<file path="src/hdl/rpay_pkg.sv">
// Package for the y-axis point rotator: item types, fixed-point widths,
// CORDIC constants, the arctangent table and the round-and-saturate function.
// No dependencies.
package rpay_pkg;

    // Default number of CORDIC iterations (valid range 8 to 32).
    localparam int CORDIC_STEPS_DEF = 24;

    // Coordinate width, Q16.16.
    localparam int PW  = 32;
    // CORDIC vector width, Q2.30 with headroom.
    localparam int CW  = 33;
    // Residual angle width, Q2.30 with headroom for unfolded input angles.
    localparam int RW  = 34;
    // Width of one arctangent table entry.
    localparam int ATW = 30;
    // Product width of one coordinate and one vector component.
    localparam int MW  = PW + CW;
    // Width of the sum of two products.
    localparam int SW  = MW + 1;
    // Fraction bits dropped when scaling a product back to Q16.16.
    localparam int FRAC = 30;

    // Gain of the infinite iteration, 0.60725293500888 in Q30.
    localparam logic signed [CW-1:0] GAIN_Q30    = 33'sd652032874;
    localparam logic signed [RW-1:0] HALF_PI_Q30 = 34'sd1686629713;
    localparam logic signed [RW-1:0] PI_Q30      = 34'sd3373259426;

    // atan(2^-i) in Q30, i = 0..31.
    localparam logic [ATW-1:0] ATAN_Q30 [32] = '{
        30'h3243F6A8, 30'h1DAC6705, 30'h0FADBAFC, 30'h07F56EA6,
        30'h03FEAB76, 30'h01FFD55B, 30'h00FFFAAA, 30'h007FFF55,
        30'h003FFFEA, 30'h001FFFFD, 30'h000FFFFF, 30'h0007FFFF,
        30'h0003FFFF, 30'h0001FFFF, 30'h0000FFFF, 30'h00007FFF,
        30'h00003FFF, 30'h00001FFF, 30'h00000FFF, 30'h000007FF,
        30'h000003FF, 30'h000001FF, 30'h000000FF, 30'h0000007F,
        30'h0000003F, 30'h0000001F, 30'h0000000F, 30'h00000008,
        30'h00000004, 30'h00000002, 30'h00000001, 30'h00000000
    };

    // Input item: one point and its rotation angle.
    typedef struct packed {
        logic signed [PW-1:0] coord_x;
        logic signed [PW-1:0] coord_z;
        logic signed [PW-1:0] angle;
    } in_item_t;

    // Result item: the rotated coordinates.
    typedef struct packed {
        logic signed [PW-1:0] rot_x;
        logic signed [PW-1:0] rot_z;
    } out_item_t;

    // Data carried along the row of CORDIC cells.
    typedef struct packed {
        logic signed [PW-1:0] px;
        logic signed [PW-1:0] pz;
        logic                 flip;
        logic signed [RW-1:0] res;
        logic signed [CW-1:0] cx;
        logic signed [CW-1:0] sy;
    } cord_t;

    // Point and final cos/sin after the quadrant correction.
    typedef struct packed {
        logic signed [PW-1:0] px;
        logic signed [PW-1:0] pz;
        logic signed [CW-1:0] cx;
        logic signed [CW-1:0] sy;
    } vec_t;

    // The four partial products.
    typedef struct packed {
        logic signed [MW-1:0] p_xc;
        logic signed [MW-1:0] p_zs;
        logic signed [MW-1:0] p_zc;
        logic signed [MW-1:0] p_xs;
    } prod_t;

    // Pipeline control shared by every stage ahead of the output buffer.
    typedef struct packed {
        logic ce;
    } pipe_ctl_t;

    // Round half up at bit FRAC and clamp to the 32-bit signed range.
    function automatic logic signed [PW-1:0] round_sat(input logic signed [SW-1:0] acc);
        logic signed [SW-1:0]      biased;
        logic signed [SW-FRAC-1:0] scaled;
        logic signed [PW-1:0]      result;
        biased = acc + (SW'(1) <<< (FRAC - 1));
        scaled = (SW-FRAC)'(biased >>> FRAC);
        if (scaled > (SW-FRAC)'(36'sh07FFFFFFF)) begin
            result = 32'sh7FFFFFFF;
        end else if (scaled < -(SW-FRAC)'(36'sh080000000)) begin
            result = 32'sh80000000;
        end else begin
            result = scaled[PW-1:0];
        end
        return result;
    endfunction

endpackage

</file>
<file path="src/hdl/rpay_fold.sv">
// Entry stage: scales the angle to Q2.30, folds it into minus pi/2 to pi/2
// and loads the starting CORDIC vector. Depends on rpay_pkg.
module rpay_fold
    import rpay_pkg::*;
(
    input  logic      aclk,
    input  logic      aresetn,
    input  pipe_ctl_t ctl,
    input  logic      in_valid,
    input  in_item_t  in_item,
    output logic      out_valid,
    output cord_t     out_data
);

    logic  valid_reg;
    cord_t data_reg;
    cord_t data_next;
    logic signed [RW-1:0] res_raw;

    // Fold the angle once so the iterations only see the right half plane.
    always_comb begin
        res_raw        = {in_item.angle[PW-1], in_item.angle, 1'b0};
        data_next.px   = in_item.coord_x;
        data_next.pz   = in_item.coord_z;
        data_next.cx   = GAIN_Q30;
        data_next.sy   = '0;
        data_next.flip = 1'b0;
        data_next.res  = res_raw;
        if (res_raw > HALF_PI_Q30) begin
            data_next.res  = res_raw - PI_Q30;
            data_next.flip = 1'b1;
        end else if (res_raw < -HALF_PI_Q30) begin
            data_next.res  = res_raw + PI_Q30;
            data_next.flip = 1'b1;
        end
    end

    // Valid bit.
    always_ff @(posedge aclk) begin
        if (!aresetn) begin
            valid_reg <= 1'b0;
        end else if (ctl.ce) begin
            valid_reg <= in_valid;
        end
    end

    // Payload.
    always_ff @(posedge aclk) begin
        if (ctl.ce) begin
            data_reg <= data_next;
        end
    end

    assign out_valid = valid_reg;
    assign out_data  = data_reg;

endmodule

</file>
<file path="config.mk">
export PLATFORM = sky130hd
export DESIGN_NAME = rpay_fold
export DESIGN_NICKNAME = d
export VERILOG_FILES = /design/src/hdl/rpay_pkg.sv /design/src/hdl/rpay_fold.sv
export SDC_FILE = /design/constraint.sdc
export NUM_CORES = 1
export LEC_CHECK = 0
export BUFFER_PORTS_ARGS = -buffer_cell sky130_fd_sc_hd__buf_2
export CORE_ASPECT_RATIO = 2
export CORE_MARGIN = 1.5
export CORE_UTILIZATION = 41
export DETAILED_ROUTE_END_ITERATION = 16
export PLACE_DENSITY_LB_ADDON = 0.08
export RECOVER_POWER = 50
export SYNTH_ARGS = -nofsm -noshare
export SYNTH_HDL_FRONTEND = slang
export SYNTH_SLANG_ARGS = --single-unit
</file>
<file path="constraint.sdc">
create_clock -name aclk -period 2.6 [get_ports aclk]
set_input_delay 0.26 -clock aclk [delete_from_list [all_inputs] [get_ports aclk]]
set_output_delay 0.26 -clock aclk [all_outputs]
set_load 0.02 [all_outputs]
</file>
# Yosys cells after proc, flatten, opt, wreduce, memory -nomap -nowiden

Index checks and enable logic that the tools add are counted.

Bits of input ports: 100
Flip-flop bits (word level): 100
Logic and storage cells: 11
Output and inout bits: 166

$add $sub $neg: 2
Order comparisons: 2
Multiplexer cells: 2

Operators by type and width:

| kind                                                 | count |
|---|---|
| 2-to-1 mux 35 bit                                    | 1 |
| adder 33 x 33 -> 34 bit, second input constant       | 1 |
| 2-to-1 mux 34 bit                                    | 1 |
| subtractor 33 x 33 -> 34 bit, second input constant  | 1 |
| > comparator 33 x 32 -> 1 bit, second input constant | 1 |
| < comparator 33 x 32 -> 1 bit, second input constant | 1 |

# Depth between registers and ports, before layout

Depth in word-level cells: 3
Mapped depth: 11
Gate-level depth less buffers: 9

# Worst setup path before layout

OpenSTA, ideal clock, no wires.

Path kind: input to register
Start: input in_item[13] in the netlist's numbering
End: register data_reg (netlist bit out_data[83]) (data pin)
Path buffers: 2
Library setup time: 259 ps
Arrival time: 2168 ps
Stages on the path: 9
Required time: 2341 ps
Slack: 173 ps
Cell sequence: buf_2 > or3_4 > or3_4 > o41ai_2 > nand3_1 > buf_2 > nor4b_1 > a41oi_1 > xnor2_1

RTL lines:

| element              | RTL line        | source |
|---|---|---|
| start, declared      | rpay_fold.sv:10 | `input in_item_t in_item,` |
| end signal, assigned | rpay_fold.sv:50 | `data_reg <= data_next;` |
| end, declared        | rpay_fold.sv:16 | `cord_t data_reg;` |

==> impl_metrics.env <==
export IMPL_status="complete, no violations"
export IMPL_yosys_area_top_type="edfxtp_1"
export IMPL_ys_seq_area_share_pct=58.2
export IMPL_drv_slew=0
export IMPL_p_per_area_mw_per_mm2=622
export IMPL_synth_area_sq_mm=0.00509
export IMPL_skew_ns=0
export IMPL_port_buffers=198
export IMPL_numCtsBuffers=9
export IMPL_drc=0
export IMPL_cp_arrival_ns=2.42
export IMPL_design_area_sq_mm=0.00656
export IMPL_firstDrtPassIters=4
export IMPL_avgSynthCellArea_sq_um=12.1
export IMPL_nNetsFinal=758
export IMPL_slew_headroom_pct=29.9
export IMPL_achievable_frequency_mhz=431
export IMPL_grt_start_max_net_pins=44
export IMPL_overflow=0
export IMPL_fin_cells=807
export IMPL_synthFlopType="edfxtp_1"
export IMPL_nFillCells=1077
export IMPL_synth_top_cell_area_share_pct=57.8
export IMPL_core_sq_mm=0.0121
export IMPL_start_util_pct=42.0
export IMPL_layout_commonest_cell="buf_2"
export IMPL_async_flop_share_pct=0
export IMPL_post_route_period_util_pct=89.2
export IMPL_place_ws_ns=-0.0918
export IMPL_dieHeight_microns=161
export IMPL_clock_latency_ns=0.34
export IMPL_rows=57
export IMPL_cts_root_buf="clkbuf_16"
export IMPL_place_detailed_hpwl_microns=10300
export IMPL_grt_usage_pct=19.3
export IMPL_cts_buffer_depth=2
export IMPL_irDropWorstVdd_mv=0.436
export IMPL_final_antenna_net_count=0
export IMPL_h_tree_depth=3
export IMPL_io_pins=266
export IMPL_rsz0062_at_grt="false"
export IMPL_avgRoutedWirePerCell_microns=16.1
export IMPL_antenna_cells=0
export IMPL_power_leakage_nw=2.84
export IMPL_wl_microns=13000
export IMPL_worstPathRequired_ns=2.70
export IMPL_dieArea_sq_mm=0.0131
export IMPL_placed_area_sq_mm=0.00630
export IMPL_yosysUniqueCellTypes=62
export IMPL_drive_above_1_share_pct=40.2
export IMPL_synth_edf_count=98
export IMPL_worstMarginPinSlew_ns=1.05
export IMPL_postCtsResizedCells=0
export IMPL_via_per_inst=4.96
export IMPL_die_x_microns=81.8
export IMPL_synthCells=422
export IMPL_cts_num_sinks=99
export IMPL_post_place_cells=791
export IMPL_end_kind="flip-flop"
export IMPL_routabilityCongestion=0.923
export IMPL_grt_pass1_wl_microns=19300
export IMPL_vias=4001
export IMPL_holdWs_ns=0.0911
export IMPL_start_kind="input pin"
export IMPL_hold_class="in2reg"
export IMPL_cts_tree="done"
export IMPL_cts_clk_slew_worst_paths_ns=0.07
export IMPL_finalCriticalPeriod_ns=2.32
export IMPL_post_cts_buffers=0
export IMPL_cts_hold_buf=0
export IMPL_grt_pass1_vias=3758
export IMPL_yosysWarnings=0
export IMPL_crit_path_max_fanout=4
export IMPL_yosys_top_cells_area="edfxtp_1 (58%), buf_4 (10%), xnor2_1 (2.8%), xor2_1 (2.2%), o21ai_0 (2.0%)"
export IMPL_path_class="in2reg"
export IMPL_max_cap_violations=0
export IMPL_setup_viol=0
export IMPL_mostFrequentLayoutCells="buf_2 (187), edfxtp_1 (98), conb_1 (67)"
export IMPL_drt_iter0_markers=156
export IMPL_antenna_found_initial=0
export IMPL_finalHoldViolCount=0
export IMPL_setup_ws_ns=0.280
export IMPL_ys_ff_latch=99
export IMPL_syn2layout_area_growth_pct=28.8
[stage by stage]
stage	util, %	TNS (ns)	power, mW
finish	54.1	0	4.08
global route	54.1	0	4.26
CTS	54.3	0	4.13
detailed placement	51.9	-0.244	2.85
global placement	51.9	-0.119	2.84
floorplan	-	0	2.56
[cells in the mapped netlist (all sizes together), types with 4 or more instances]
cell type and instances:
edfxtp 98, buf 76, o21ai 24, nand2 20, a21oi 19, clkbuf 18
nor2 16, xnor2 16, xor2 13, nand3 9, nor4 9, inv 7
a31oi 6, nor2b 5, and3 4, nand4 4, nor4b 4, o22ai 4
o41ai 4, or3 4
[final cells by class]
type                    instances  area, sq um  area share (%)
flip-flops and latches         99         2960            45.2
multi-input cells             287         1730            26.4
repair buffers                251         1370            20.9
clock buffers                   9          225            3.43
well taps                     147          184            2.80
clock inverters                 7         61.3           0.934
inverters                       7         26.3           0.400
[critical path, stage by stage]
cell,delay [ns]
buf_2,0.10
inv_1,0.07
ha_1,0.17
or4b_1,0.43
a21oi_1,0.21
o21ai_0,0.26
and3_1,0.26
a2111oi_0,0.41
a21oi_1,0.10
xnor2_1,0.14
[power by group]
part / switching, mW / total [mW] / internal (mW)
Sequential: 0.0326 / 1.96 / 1.93
Clock: 0.607 / 1.27 / 0.666
Combinational: 0.565 / 0.850 / 0.285
[cells by family after synthesis]
group                      share of synthesized area [%]
buffers and inverters                               12.7
DFF                                                 58.2
AOI/OAI and AO/OA                                   12.6
and+or+nand+nor                                     10.3
xor gates and xnor gates                            4.99
adders and majority gates                          0.737
other                                              0.147
muxes                                              0.393
[state kept, by name (all words and copies together) (netlist names)]
name / flops
out_valid: 1
out_data: 98
[layer usage]
metal  share of wire (%)  global-route usage, %  vias up
met4                 3.7                   9.55        0
met2                  52                   34.5      228
li1                    -                      -     1901
met1                  35                   20.5     1840
met3                 8.5                   4.03       32
met5                   0                      0        -
[final timing paths]
kind              slack [ns]                   start                 endpoint  cells past startpoint
hold reg to reg         0.52  out_valid$_SDFFE_PN0P_   out_valid$_SDFFE_PN0P_                      2
setup reg to reg        2.01  out_valid$_SDFFE_PN0P_   out_valid$_SDFFE_PN0P_                      2
hold / removal          0.09             in_item[93]  out_data[162]$_DFFE_PP_                      1
setup / recovery        0.28              in_item[0]   out_data[95]$_DFFE_PP_                     10
No activity file was read; power rests on OpenSTA's default activity.
