==> src/hdl/rpay_pkg.sv <==
// Package for the y-axis point rotator: item types, fixed-point widths,
// CORDIC constants, the arctangent table and the round-and-saturate function.
// No dependencies.
package rpay_pkg;

    // Default number of CORDIC iterations (valid range 8 to 32).
    localparam int CORDIC_STEPS_DEF = 24;

    // Coordinate width, Q16.16.
    localparam int PW  = 32;
    // CORDIC vector width, Q2.30 with headroom.
    localparam int CW  = 33;
    // Residual angle width, Q2.30 with headroom for unfolded input angles.
    localparam int RW  = 34;
    // Width of one arctangent table entry.
    localparam int ATW = 30;
    // Product width of one coordinate and one vector component.
    localparam int MW  = PW + CW;
    // Width of the sum of two products.
    localparam int SW  = MW + 1;
    // Fraction bits dropped when scaling a product back to Q16.16.
    localparam int FRAC = 30;

    // Gain of the infinite iteration, 0.60725293500888 in Q30.
    localparam logic signed [CW-1:0] GAIN_Q30    = 33'sd652032874;
    localparam logic signed [RW-1:0] HALF_PI_Q30 = 34'sd1686629713;
    localparam logic signed [RW-1:0] PI_Q30      = 34'sd3373259426;

    // atan(2^-i) in Q30, i = 0..31.
    localparam logic [ATW-1:0] ATAN_Q30 [32] = '{
        30'h3243F6A8, 30'h1DAC6705, 30'h0FADBAFC, 30'h07F56EA6,
        30'h03FEAB76, 30'h01FFD55B, 30'h00FFFAAA, 30'h007FFF55,
        30'h003FFFEA, 30'h001FFFFD, 30'h000FFFFF, 30'h0007FFFF,
        30'h0003FFFF, 30'h0001FFFF, 30'h0000FFFF, 30'h00007FFF,
        30'h00003FFF, 30'h00001FFF, 30'h00000FFF, 30'h000007FF,
        30'h000003FF, 30'h000001FF, 30'h000000FF, 30'h0000007F,
        30'h0000003F, 30'h0000001F, 30'h0000000F, 30'h00000008,
        30'h00000004, 30'h00000002, 30'h00000001, 30'h00000000
    };

    // Input item: one point and its rotation angle.
    typedef struct packed {
        logic signed [PW-1:0] coord_x;
        logic signed [PW-1:0] coord_z;
        logic signed [PW-1:0] angle;
    } in_item_t;

    // Result item: the rotated coordinates.
    typedef struct packed {
        logic signed [PW-1:0] rot_x;
        logic signed [PW-1:0] rot_z;
    } out_item_t;

    // Data carried along the row of CORDIC cells.
    typedef struct packed {
        logic signed [PW-1:0] px;
        logic signed [PW-1:0] pz;
        logic                 flip;
        logic signed [RW-1:0] res;
        logic signed [CW-1:0] cx;
        logic signed [CW-1:0] sy;
    } cord_t;

    // Point and final cos/sin after the quadrant correction.
    typedef struct packed {
        logic signed [PW-1:0] px;
        logic signed [PW-1:0] pz;
        logic signed [CW-1:0] cx;
        logic signed [CW-1:0] sy;
    } vec_t;

    // The four partial products.
    typedef struct packed {
        logic signed [MW-1:0] p_xc;
        logic signed [MW-1:0] p_zs;
        logic signed [MW-1:0] p_zc;
        logic signed [MW-1:0] p_xs;
    } prod_t;

    // Pipeline control shared by every stage ahead of the output buffer.
    typedef struct packed {
        logic ce;
    } pipe_ctl_t;

    // Round half up at bit FRAC and clamp to the 32-bit signed range.
    function automatic logic signed [PW-1:0] round_sat(input logic signed [SW-1:0] acc);
        logic signed [SW-1:0]      biased;
        logic signed [SW-FRAC-1:0] scaled;
        logic signed [PW-1:0]      result;
        biased = acc + (SW'(1) <<< (FRAC - 1));
        scaled = (SW-FRAC)'(biased >>> FRAC);
        if (scaled > (SW-FRAC)'(36'sh07FFFFFFF)) begin
            result = 32'sh7FFFFFFF;
        end else if (scaled < -(SW-FRAC)'(36'sh080000000)) begin
            result = 32'sh80000000;
        end else begin
            result = scaled[PW-1:0];
        end
        return result;
    endfunction

endpackage

==> src/hdl/rpay_obuf.sv <==
// Output stage: sums, rounds and saturates the products into the output
// register, with a one-item skid register behind it. Depends on rpay_pkg.
module rpay_obuf
    import rpay_pkg::*;
(
    input  logic      aclk,
    input  logic      aresetn,
    input  logic      in_valid,
    input  prod_t     in_data,
    output pipe_ctl_t ctl,
    output logic      m_valid,
    input  logic      m_ready,
    output out_item_t m_item
);

    logic      out_valid_reg;
    logic      out_valid_next;
    out_item_t out_data_reg;
    out_item_t out_data_next;
    logic      skid_valid_reg;
    logic      skid_valid_next;
    out_item_t skid_data_reg;
    out_item_t skid_data_next;
    out_item_t rounded;
    logic      take_tail;

    // The pipeline moves whenever the skid register is empty.
    assign ctl.ce    = !skid_valid_reg;
    assign take_tail = ctl.ce && in_valid;

    // Final sums with round half up and clamp.
    always_comb begin
        rounded.rot_x = round_sat(SW'(in_data.p_xc) - SW'(in_data.p_zs));
        rounded.rot_z = round_sat(SW'(in_data.p_zc) + SW'(in_data.p_xs));
    end

    // Output and skid steering.
    always_comb begin
        out_valid_next  = out_valid_reg;
        out_data_next   = out_data_reg;
        skid_valid_next = skid_valid_reg;
        skid_data_next  = skid_data_reg;
        if (out_valid_reg && !m_ready) begin
            if (take_tail) begin
                skid_valid_next = 1'b1;
                skid_data_next  = rounded;
            end
        end else if (skid_valid_reg) begin
            out_valid_next  = 1'b1;
            out_data_next   = skid_data_reg;
            skid_valid_next = 1'b0;
        end else begin
            out_valid_next = take_tail;
            out_data_next  = rounded;
        end
    end

    // Valid bits.
    always_ff @(posedge aclk) begin
        if (!aresetn) begin
            out_valid_reg  <= 1'b0;
            skid_valid_reg <= 1'b0;
        end else begin
            out_valid_reg  <= out_valid_next;
            skid_valid_reg <= skid_valid_next;
        end
    end

    // Payload.
    always_ff @(posedge aclk) begin
        out_data_reg  <= out_data_next;
        skid_data_reg <= skid_data_next;
    end

    assign m_valid = out_valid_reg;
    assign m_item  = out_data_reg;

endmodule

==> config.mk <==
export PLATFORM = sky130hd
export DESIGN_NAME = rpay_obuf
export DESIGN_NICKNAME = d
export VERILOG_FILES = /design/src/hdl/rpay_pkg.sv /design/src/hdl/rpay_obuf.sv
export SDC_FILE = /design/constraint.sdc
export NUM_CORES = 1
export LEC_CHECK = 0
export ABC_CLOCK_PERIOD_IN_PS = 20800
export BUFFER_PORTS_ARGS = -buffer_cell sky130_fd_sc_hd__buf_2
export CORE_MARGIN = 3
export CORE_UTILIZATION = 50
export CTS_BUF_LIST = sky130_fd_sc_hd__clkbuf_16
export DETAILED_ROUTE_END_ITERATION = 8
export PLACE_DENSITY = 0.76
export SLEW_MARGIN = 10
export SYNTH_ARGS = -nofsm -noshare
export SYNTH_HDL_FRONTEND = slang
export SYNTH_SLANG_ARGS = --single-unit
==> constraint.sdc <==
create_clock -name aclk -period 20.8 [get_ports aclk]
set_clock_uncertainty 0.1 [all_clocks]
set_input_delay 1.04 -clock aclk [delete_from_list [all_inputs] [get_ports aclk]]
set_output_delay 1.04 -clock aclk [all_outputs]
set_load 0.005 [all_outputs]
Word level (Yosys, flattened, before mapping)
Index checks and enable logic that the tools add are counted.
{"block": "totals", "elab_cells": 26, "out_inout_bits": 66, "in_bits": 264, "ff_bits": 130}
{"block": "classes", "magnitude_cmp": 4, "n_reduce_logical": 6, "n_mux": 6, "addsub": 4}
{"op": "adder 66 x 31 -> 66 bit, second input constant", "count": 2}
{"op": "two-way mux 32 bit", "count": 4}
{"op": "greater-than comparator 36 x 32 -> 1 bit, second input constant", "count": 2}
{"op": "< comparator 36 x 32 -> 1 bit, second input constant", "count": 2}
{"op": "adder 65 x 65 -> 66 bit", "count": 1}
{"op": "subtractor 65 x 65 -> 66 bit", "count": 1}
{"op": "two-way mux 64 bit", "count": 1}
{"op": "AND reduction 2 bit", "count": 2}
{"op": "logical AND 1 bit", "count": 2}
{"op": "zero test 1 bit", "count": 2}
{"op": "two-way mux 1 bit", "count": 1}

Logic depth before layout (Yosys ltp)
{"block": "logic_depth", "word_depth": 6, "depth_mapped": 16}

Worst setup path before layout
Ideal clock, no wire load.
{"block": "synth_timing", "path_kind": "input port to flip-flop", "start": "input m_ready", "end": "register skid_data_reg[0] (netlist name), enable pin", "setup_time_ps": 578, "arrival_ps": 7422, "stages": 2, "required_ps": 20122, "slack_ps": 12700, "path_cell_list": "nand2b_1 -> nor3b_1"}
{"block": "synth_between", "elab_chain_cells": 3}
{"element": "start, declared", "line": "rpay_obuf.sv:12", "rtl": "input logic m_ready,"}
{"element": "zero test 1 bit", "line": "rpay_obuf.sv:43", "rtl": "if (out_valid_reg && !m_ready) begin"}
{"element": "logical AND 1 bit", "line": "rpay_obuf.sv:43"}
{"element": "AND reduction 2 bit (no line)"}
{"element": "end signal, assigned", "line": "rpay_obuf.sv:72", "rtl": "skid_data_reg <= skid_data_next;"}
{"element": "end, declared", "line": "rpay_obuf.sv:22", "rtl": "out_item_t skid_data_reg;"}
No other way between the ends.
A chain may end at the register's enable or synchronous reset.

==> metrics <==
dpl ws=~15 ns; Max Slew Vio Count=0; worst-skew pair later-pin latency=0.42 ns; Max Cap Viol=0; H-tree Lvls=4; post-route ant nets=0; Area contributors post-synth=edfxtp_1, ha_1, a21oi_1; # fillers=2410; most common cell after layout, fill and taps aside=buf_2; Yosys warning count=0; TritonCTS clock tree=yes; CTS buffer count=17; multi-input gate area in the final layout=roughly 9400 um^2; vias per cell=6.01; outcome=finished clean; NumNets Final=~2400; width of the die=about 170 um; register area share after synthesis=0.278; share of flip-flops with an asynchronous set or reset=0; initial core utilization=0.513; Vias=around 14000; final setup margin=about 15 ns; drt pass-1 iters=7; vias in the first global route=roughly 13000; total negative slack=0 ns; crit path DAT=around 5.3 ns; RSZ-0062 raised after global routing=no; commonest non-fill, non-tap cells in the layout=buf_2, ha_1, nand2_1; Worst Hold Class=reg -> reg; Max clock buf depth=2; DIE AREA=between 30000 and 40000 um^2; crit path capture type=flop; Slew @ Worst Pin=about 1 ns; IO Count=between 300 and 400; Max Clk Rate=about 190 MHz; Cell Pwr Density=about 72 nW/um^2; synthesized area=14000 um^2; WP data required=20.80 ns; root cell of the clock tree=clkbuf_16; crit path time final=5.30 ns; Clock Power Share=0.246; DR iter-0 viols=about 1100; Post-CTS Setup Bufs=0; fraction of layout cells with a size suffix above 1=0.214; clock sink count=130; GP Congestion=around 0.97; hold_buf cts=0; Leak=between 0.007 and 0.008 uW; FF+latch count, synth=130; synthesized area per cell=around 8.9 um^2; NetSw=about 450 uW; Fin. Hold Viols=0; top cell type's share of synthesized area=0.275; core area=roughly 27000 um^2; area delta synth->final=17.7%; CTS resizes=0; Rel. slew slack=0.342; Register Area=approximately 4000 um^2; CP Max Fanout=32; leading area contributor after synthesis=edfxtp_1; Cells after Synth=around 1600; Critical Path Start Type=primary input; GRT Util Overall=0.262; Seq pwr share=0.323; Placed Instances=~2200; Clock transition at path regs=approximately 0.06 ns; num rows=60; Antenna Cells=0; peak supply drop=63.7 uV; Die H=roughly 170 um; pin count of the biggest net entering global routing=79; CP Class=in -> reg; syn nets=2096; sw frac=0.376; Comb pwr share=0.431; WL final=approximately 40 mm; buffers added on ports=about 330; Yosys cell types=90; WL/cell=between 15 and 20 um; grt total ovfl=0; Post-Layout Cell Count=between 2000 and 2500; Top FF cell, synth=edfxtp_1; Final period util=0.255; initial antenna violation count=0; Residual DRC=0; # setup viols final=0; post-DP HPWL=between 30 and 40 mm; Pint=~740 uW; Post-synth EDFFs=about 130; first-pass GRT wire length=65.5 mm
area by class of cell:
| cell class | count | share of cell area |
|---|---|---|
| repair buffers | 334 | 0.103 |
| multi-input cells | 1283 | 0.573 |
| well taps | 372 | 0.0283 |
| inverters | 106 | 0.0242 |
| clock buffers | 17 | 0.0258 |
| clock inverters | 15 | 0.00958 |
| flip-flops and latches | 130 | 0.236 |
cells in the mapped netlist, drive strengths merged (7+ instances only):
cell,count
clkbuf,29
inv,106
o21bai,14
o22ai,9
nor4,8
edfxtp,128
o211ai,18
buf,30
nor2,80
nand2,168
and2,10
ha,254
a211oi,17
a21oi,140
nand3,41
xnor2,40
nor3,29
xor2,24
o21ai,131
o21a,17
a31oi,16
or2,7
nand4,41
or3,11
a21o,43
and3,11
o311ai,53
o31ai,10
power by group through the flow:
stage	sequential (uW)	clock (uW)	combinational (uW)
5_1_grt	388	309	571
4_1_cts	385	296	509
6_report	385	293	514
3_5_place_dp	390	0	505
3_3_place_gp	390	0	496
2_1_floorplan	385	0	336
worst max-delay path, stage by stage:
cell and delay, ns:
buf_2 0.10, ha_1 0.29, ha_1 0.30, o21ai_0 0.30, nor2_1 0.11, o311a_1 0.33
o211ai_1 0.25, a21oi_1 0.20, a211o_1 0.39, a41oi_2 0.22, xor2_1 0.42, o21a_1 0.72
buf_4 0.44, o21ai_0 0.17
metrics by stage:
step | utilization | area, um^2 | power [uW] | hold WS (ns)
5_1_grt | 0.604 | 16500 | 1270 | 0.450
2_1_floorplan | - | 14000 | 721 | 0.407
6_report | 0.604 | 16500 | 1190 | 0.435
3_3_place_gp | 0.582 | 15900 | 886 | 0.414
3_5_place_dp | 0.582 | 15900 | 895 | 0.420
4_1_cts | 0.603 | 16400 | 1190 | 0.439
cell families (layout without fill, tap and decap cells):
kind of cell / Yosys count / after routing / synth area share
simple gates: 432 / 432 / 0.147
compound gates: 530 / 530 / 0.255
flops: 130 / 130 / 0.278
mux: 3 / 3 / 0.00224
fa+ha+maj: 254 / 254 / 0.227
xor+xnor: 64 / 64 / 0.0419
buf+inv: 165 / 472 / 0.0492
metal layers:
metal,GRT usage,share of wire
met1,0.352,0.43
met2,0.441,0.48
met3,0.0420,0.069
met4,0.0652,0.020
met5,0,0
worst paths after layout:
path                    start  cells past startpoint                end  slack (ns)
max                in_data[6]                     14  skid_data_reg[15]       15.50
min          skid_data_reg[9]                      2          m_item[9]        0.43
min reg2reg  skid_data_reg[9]                      2          m_item[9]        0.43
max reg2reg    skid_valid_reg                      4         m_item[32]       18.14
Power figures use the tool's default switching activity.
