[config.mk]
export PLATFORM = sky130hd
export DESIGN_NAME = rpay_cell
export DESIGN_NICKNAME = d
export VERILOG_FILES = /design/src/hdl/rpay_pkg.sv /design/src/hdl/rpay_cell.sv
export SDC_FILE = /design/constraint.sdc
export NUM_CORES = 1
export LEC_CHECK = 0
export ABC_AREA = 1
export BUFFER_PORTS_ARGS = -buffer_cell sky130_fd_sc_hd__buf_2
export CAP_MARGIN = 5
export CORE_MARGIN = 1
export CORE_UTILIZATION = 50
export CTS_BUF_LIST = sky130_fd_sc_hd__clkbuf_16
export CTS_CLUSTER_SIZE = 12
export DETAILED_ROUTE_END_ITERATION = 6
export GPL_TIMING_DRIVEN = 0
export PLACE_DENSITY = 0.76
export RECOVER_POWER = 50
export SLEW_MARGIN = 10
export SYNTH_ARGS = -nofsm -noshare
export SYNTH_HDL_FRONTEND = slang
export SYNTH_SLANG_ARGS = --single-unit
[constraint.sdc]
create_clock -name aclk -period 2.9 [get_ports aclk]
set_clock_uncertainty 0.2 [all_clocks]
set_input_delay 0.435 -clock aclk [delete_from_list [all_inputs] [get_ports aclk]]
set_output_delay 0.435 -clock aclk [all_outputs]
set_load 0.02 [all_outputs]
[src/hdl/rpay_pkg.sv]
// Package for the y-axis point rotator: item types, fixed-point widths,
// CORDIC constants, the arctangent table and the round-and-saturate function.
// No dependencies.
package rpay_pkg;

    // Default number of CORDIC iterations (valid range 8 to 32).
    localparam int CORDIC_STEPS_DEF = 24;

    // Coordinate width, Q16.16.
    localparam int PW  = 32;
    // CORDIC vector width, Q2.30 with headroom.
    localparam int CW  = 33;
    // Residual angle width, Q2.30 with headroom for unfolded input angles.
    localparam int RW  = 34;
    // Width of one arctangent table entry.
    localparam int ATW = 30;
    // Product width of one coordinate and one vector component.
    localparam int MW  = PW + CW;
    // Width of the sum of two products.
    localparam int SW  = MW + 1;
    // Fraction bits dropped when scaling a product back to Q16.16.
    localparam int FRAC = 30;

    // Gain of the infinite iteration, 0.60725293500888 in Q30.
    localparam logic signed [CW-1:0] GAIN_Q30    = 33'sd652032874;
    localparam logic signed [RW-1:0] HALF_PI_Q30 = 34'sd1686629713;
    localparam logic signed [RW-1:0] PI_Q30      = 34'sd3373259426;

    // atan(2^-i) in Q30, i = 0..31.
    localparam logic [ATW-1:0] ATAN_Q30 [32] = '{
        30'h3243F6A8, 30'h1DAC6705, 30'h0FADBAFC, 30'h07F56EA6,
        30'h03FEAB76, 30'h01FFD55B, 30'h00FFFAAA, 30'h007FFF55,
        30'h003FFFEA, 30'h001FFFFD, 30'h000FFFFF, 30'h0007FFFF,
        30'h0003FFFF, 30'h0001FFFF, 30'h0000FFFF, 30'h00007FFF,
        30'h00003FFF, 30'h00001FFF, 30'h00000FFF, 30'h000007FF,
        30'h000003FF, 30'h000001FF, 30'h000000FF, 30'h0000007F,
        30'h0000003F, 30'h0000001F, 30'h0000000F, 30'h00000008,
        30'h00000004, 30'h00000002, 30'h00000001, 30'h00000000
    };

    // Input item: one point and its rotation angle.
    typedef struct packed {
        logic signed [PW-1:0] coord_x;
        logic signed [PW-1:0] coord_z;
        logic signed [PW-1:0] angle;
    } in_item_t;

    // Result item: the rotated coordinates.
    typedef struct packed {
        logic signed [PW-1:0] rot_x;
        logic signed [PW-1:0] rot_z;
    } out_item_t;

    // Data carried along the row of CORDIC cells.
    typedef struct packed {
        logic signed [PW-1:0] px;
        logic signed [PW-1:0] pz;
        logic                 flip;
        logic signed [RW-1:0] res;
        logic signed [CW-1:0] cx;
        logic signed [CW-1:0] sy;
    } cord_t;

    // Point and final cos/sin after the quadrant correction.
    typedef struct packed {
        logic signed [PW-1:0] px;
        logic signed [PW-1:0] pz;
        logic signed [CW-1:0] cx;
        logic signed [CW-1:0] sy;
    } vec_t;

    // The four partial products.
    typedef struct packed {
        logic signed [MW-1:0] p_xc;
        logic signed [MW-1:0] p_zs;
        logic signed [MW-1:0] p_zc;
        logic signed [MW-1:0] p_xs;
    } prod_t;

    // Pipeline control shared by every stage ahead of the output buffer.
    typedef struct packed {
        logic ce;
    } pipe_ctl_t;

    // Round half up at bit FRAC and clamp to the 32-bit signed range.
    function automatic logic signed [PW-1:0] round_sat(input logic signed [SW-1:0] acc);
        logic signed [SW-1:0]      biased;
        logic signed [SW-FRAC-1:0] scaled;
        logic signed [PW-1:0]      result;
        biased = acc + (SW'(1) <<< (FRAC - 1));
        scaled = (SW-FRAC)'(biased >>> FRAC);
        if (scaled > (SW-FRAC)'(36'sh07FFFFFFF)) begin
            result = 32'sh7FFFFFFF;
        end else if (scaled < -(SW-FRAC)'(36'sh080000000)) begin
            result = 32'sh80000000;
        end else begin
            result = scaled[PW-1:0];
        end
        return result;
    endfunction

endpackage

[src/hdl/rpay_cell.sv]
// One CORDIC rotation cell: a fixed shift and arctangent step, registered.
// Depends on rpay_pkg.
module rpay_cell
    import rpay_pkg::*;
#(
    parameter int SHIFT = 0
)
(
    input  logic      aclk,
    input  logic      aresetn,
    input  pipe_ctl_t ctl,
    input  logic      in_valid,
    input  cord_t     in_data,
    output logic      out_valid,
    output cord_t     out_data
);

    localparam logic signed [RW-1:0] ATAN_STEP = RW'(ATAN_Q30[SHIFT]);

    logic  valid_reg;
    cord_t data_reg;
    cord_t data_next;
    logic signed [CW-1:0] cx_in;
    logic signed [CW-1:0] sy_in;
    logic signed [CW-1:0] dx;
    logic signed [CW-1:0] dy;

    // Rotate toward zero residual angle.
    always_comb begin
        cx_in     = in_data.cx;
        sy_in     = in_data.sy;
        dx        = sy_in >>> SHIFT;
        dy        = cx_in >>> SHIFT;
        data_next = in_data;
        if (!in_data.res[RW-1]) begin
            data_next.cx  = cx_in - dx;
            data_next.sy  = sy_in + dy;
            data_next.res = in_data.res - ATAN_STEP;
        end else begin
            data_next.cx  = cx_in + dx;
            data_next.sy  = sy_in - dy;
            data_next.res = in_data.res + ATAN_STEP;
        end
    end

    // Valid bit.
    always_ff @(posedge aclk) begin
        if (!aresetn) begin
            valid_reg <= 1'b0;
        end else if (ctl.ce) begin
            valid_reg <= in_valid;
        end
    end

    // Payload.
    always_ff @(posedge aclk) begin
        if (ctl.ce) begin
            data_reg <= data_next;
        end
    end

    assign out_valid = valid_reg;
    assign out_data  = data_reg;

endmodule

---- Word-level counts from Yosys, hierarchy flattened ----
Index checks and enable logic that the tools add are counted.
cells by class
  add/subtract/negate cells ............... 5
  multiply operators ...................... 0
  divide/modulo/power cells ............... 0
  $lt $le $gt $ge ......................... 0
  eq/ne operators ......................... 0
  shift operators ......................... 0
  mux-type cells .......................... 1
  bitwise logic cells ..................... 0
  reduce and logical (&&, ||, !) cells .... 0
operators with widths
  kind                                                                   number
  100-bit two-way mux                                                    1
  33-bit subtractor                                                      2
  34-bit by 31-bit adder with 34-bit output, second input constant       1
  34-bit by 31-bit subtractor with 34-bit output, second input constant  1
  33-bit adder                                                           1
storage, ports and cells
  register bits ........................... 166
  latch bits .............................. 0
  memory bits (writable) .................. 0
  memory bits (read-only) ................. 0
  input bits .............................. 169
  output and inout bits ................... 166
  logic and storage cells ................. 13
  memories ................................ 0

---- Depth between registers and ports, before layout ----
  depth after elaboration ................. 2
  mapped depth ............................ 17

---- Worst setup path after synthesis ----
OpenSTA, ideal clock, no wires.
  path type ............................... input port to flip-flop
  start point ............................. input in_data[99] in the netlist's numbering
  end point ............................... register data_reg (netlist bit out_data[90]), data pin
  arrival time ............................ 2175 ps
  slack ................................... 273 ps
  stages on the path ...................... 11
  cell sequence ........................... clkbuf_8 > clkinv_1 > buf_2 > ha_1 > nand2_1 > o21ai_0 > nor2_1 > o21ai_2 > nand3_1 > nand3_1 > nand2_1
RTL lines
  what                  RTL line         source
  start, declared       rpay_cell.sv:13  input cord_t in_data,
  end signal, assigned  rpay_cell.sv:58  data_reg <= data_next;
  end, declared         rpay_cell.sv:21  cord_t data_reg;

==> metrics.md <==
| Metric | Value |
|---|---|
| Final antenna-violating net count | 0 |
| Hold Vio Cnt, Final | 0 |
| GP Congestion | 0.966 |
| CTS tree | built |
| Largest family of logic cells by synthesized area | simple AND/OR/NAND/NOR gates |
| Max IR drop VDD | 0.370 mV |
| Period minus WS final | 2.79 ns |
| CTS clk-pin slew, worst paths | 0.07 ns |
| Drt total wl | approximately 55000 microns |
| Worst-Margin Slew | approximately 1.5 ns |
| Max_cap viols | 1 |
| Die W | 173 microns |
| Global routing met3 resource utilization | 4.73% |
| Hpwl dp | approximately 44000 microns |
| Startpoint Class | primary input |
| Adder-cell share of the synthesized area | about 11% |
| Port bufs | 334 |
| IO Pins | 335 |
| Max Clk Rate | roughly 360 MHz |
| Nets | 2829 |
| XOR/XNOR Fraction of Synth Area | 2.64% |
| Met1 Use GR | ~44% |
| Clk Tree Root Cell | clkbuf_16 |
| Relative slew slack | -0.597% |
| Slew Viols, Final | between 50 and 60 |
| Detailed-router iteration count before antenna repair | 6 |
| Core ar. | around 0.029 sq mm |
| Final Cycle Share | 96.2% |
| DR WL/cell | about 19 microns |
| Area growth syn-to-layout | 23.8% |
| Setup TNS | 0 ns |
| Largest net degree at the start of global routing | 112 |
| Worst EP arrival | about 2.8 ns |
| CP required | 2.87 ns |
| Via count | around 16k |
| Setup violations, final | 0 |
| Critical Path Start | in_data[99] |
| Layout cells sized above 1 | 17.4% |
| Vias in the first global route | approximately 15k |
| DR DRC count | 0 |
| Cts bufs inserted | 17 |
| CP Class | in2reg |
| Yosys warnings | 0 |
| Unrepaired setup endpoints after global routing | false |
| Count of cell types in the netlist | 39 |
| Total Power | 8530 uW |
| Hold path depth | 3 |
| Synthesized flop and latch total | between 150 and 200 |
| Hold Path Origin | aresetn |
| Pleak | between 0.009 and 0.01 uW |
| Worst Hold Class | in2reg |
| Grt total ovfl | 0 |
| Maximum buffer depth of the clock tree | 2 |
| Antenna violations before repair | 4 |
| Core Rows | between 60 and 70 |
| GRT busiest layer | met2 |
| Simple-Gate Fraction of Synth Area | 32.5% |
| TritonCTS Sinks | roughly 170 |
| Synth Net Count | approximately 2.4k |
| Post-synthesis compound-gate area fraction | about 7.8% |
| CTS H-tree lvls | 4 |
| Post-synthesis sequential area ratio | approximately a third |
| Leading cell type in the layout, fill and taps excluded | nand2_1 |
| Met2 Track Usage GR | ~62% |
| R2r endpoint | out_valid$_SDFFE_PN0P_ |
| Most frequent cells in the layout | 735 x nand2_1, 371 x inv_1, 323 x buf_2 |
| Crit-path max FO | 25 |
| Die ar. | slightly below 0.03 sq mm |
| PD cells | approximately 470 mW/mm^2 |
| Post-Synthesis Cells | between 2k and 2.5k |
| Violated checks | capacitance limit, slew limit |
| Hold EP | out_valid$_SDFFE_PN0P_ |
| R2R setup slack | approximately 2.0 ns |
| Asr flop ratio synth | 0% |
| Synthesized cell area | around 0.015 sq mm |
| Critical Path Sink Type | flop |
| Reg2reg path depth | 2 |
| DIE HEIGHT | 173 microns |
| Reg2reg start | out_valid$_SDFFE_PN0P_ |
| Status | finished with violations |
| Hold WS | around 0.03 ns |
| Primary FF master, synth | edfxtp_1 |
| Vias per inst | around 5.3 |
| Number of enable flip-flop cells after synthesis | ~160 |
| Mux contribution to synthesized area | 0% |
| GRT Resource Usage Total | 36.4% |
| Initial Utilization | around half |
| First-pass GRT wire length | around 82000 microns |
| Iter 0 DRT Violations | between 1.5k and 2k |
| Synthesized area per cell | between 6 and 7 sq um |
| Clock insertion delay at the later pin of the skew report | 0.45 ns |
## worst max path at each step
stage,to,slack [ns],depth (start not counted)
2_1_floorplan,out_data[90]$_DFFE_PP_,0.27,11
3_3_place_gp,out_valid$_SDFFE_PN0P_,-0.84,3
3_5_place_dp,out_data[90]$_DFFE_PP_,-0.78,12
4_1_cts,out_data[86]$_DFFE_PP_,0.03,10
5_1_grt,out_data[95]$_DFFE_PP_,0.008,14
6_report,out_data[86]$_DFFE_PP_,0.11,10
## what timing repair did
| item | CTS | global route |
|---|---|---|
| hold endpoints to repair | 68 | 0 |
| pin swaps | 0 | 1 |
| resized for setup | 3 | 7 |
| setup buffers | 0 | 1 |
| hold buffers | 68 | 0 |
| endpoints found under the setup margin | 22 | 16 |
## layout make-up
type | count | area (sq um)
clock buffers | 17 | 425
multi-input cells | 1519 | 7910
inverters | 380 | 1430
diodes | 2 | 5.00
clock inverters | 15 | 186
well taps | 384 | 480
fillers | 2690 | 10600
flip-flops and latches | 165 | 4940
plain buffers | 44 | 328
repair buffers | 404 | 2350
## critical path, cell delays in order
cell	delay, ns
buf_4	0.23
clkbuf_8	0.20
clkinvlp_4	0.16
buf_12	0.22
ha_1	0.37
a21oi_1	0.25
o21ai_0	0.24
a21oi_2	0.24
nand3_1	0.18
xor2_1	0.21
## where the power goes
group	internal, uW	switching, uW
logic	985	2170
clock network	1170	1130
registers	2990	96.3
total	5140	3400
## layer usage
metal  share of wire [%]  up-vias  wire length (microns)
met5                   0        -                      0
met1                  40     7126                  21700
met2                  47      764                  25900
met4                 5.7        0                   3110
li1                    -     7520                      -
met3                 7.6      153                   4180
## synth_stat cells, drive strengths merged (2+ instances only)
library cell	instances	area share (%)
o22ai	4	0.17
fa	4	0.55
o21a	7	0.36
xnor2	3	0.18
nand4	25	1.1
xor2	41	2.5
nor2	154	4.3
inv	379	9.8
a21oi	113	3.9
clkbuf	8	0.41
o31ai	2	0.10
nor3	17	0.76
nand2	755	20
buf	36	1.7
o21ai	63	2.2
nand3	180	6.2
ha	125	11
edfxtp	164	34
and3	2	0.15
a31oi	5	0.21
a21o	4	0.21
o21bai	12	0.62
## registers in the layout (all words and copies together), names as in the netlist
name       count
out_data     164
out_valid      1
## per-stage QoR
step | cell area [sq um] | utilization, % | worst slack, ns | cells
2_1_floorplan | 14600 | - | 0.273 | 2108
3_3_place_gp | 16700 | 58.3 | -0.842 | 2826
3_5_place_dp | 16800 | 58.4 | -0.778 | 2827
4_1_cts | 18100 | 63.0 | 0.0341 | 2927
5_1_grt | 18100 | 62.9 | 0.00774 | 2930
6_report | 18100 | 62.9 | 0.109 | 2930
## cells by family (layout without fill, tap and decap cells)
kind of cell	after synthesis	count (layout)
fa+ha+maj	129	129
buf+inv	424	860
other cells	0	2
xor+xnor	44	44
simple gates	1136	1136
compound gates	210	210
flops	165	165
(Power assumes the default switching activity.)
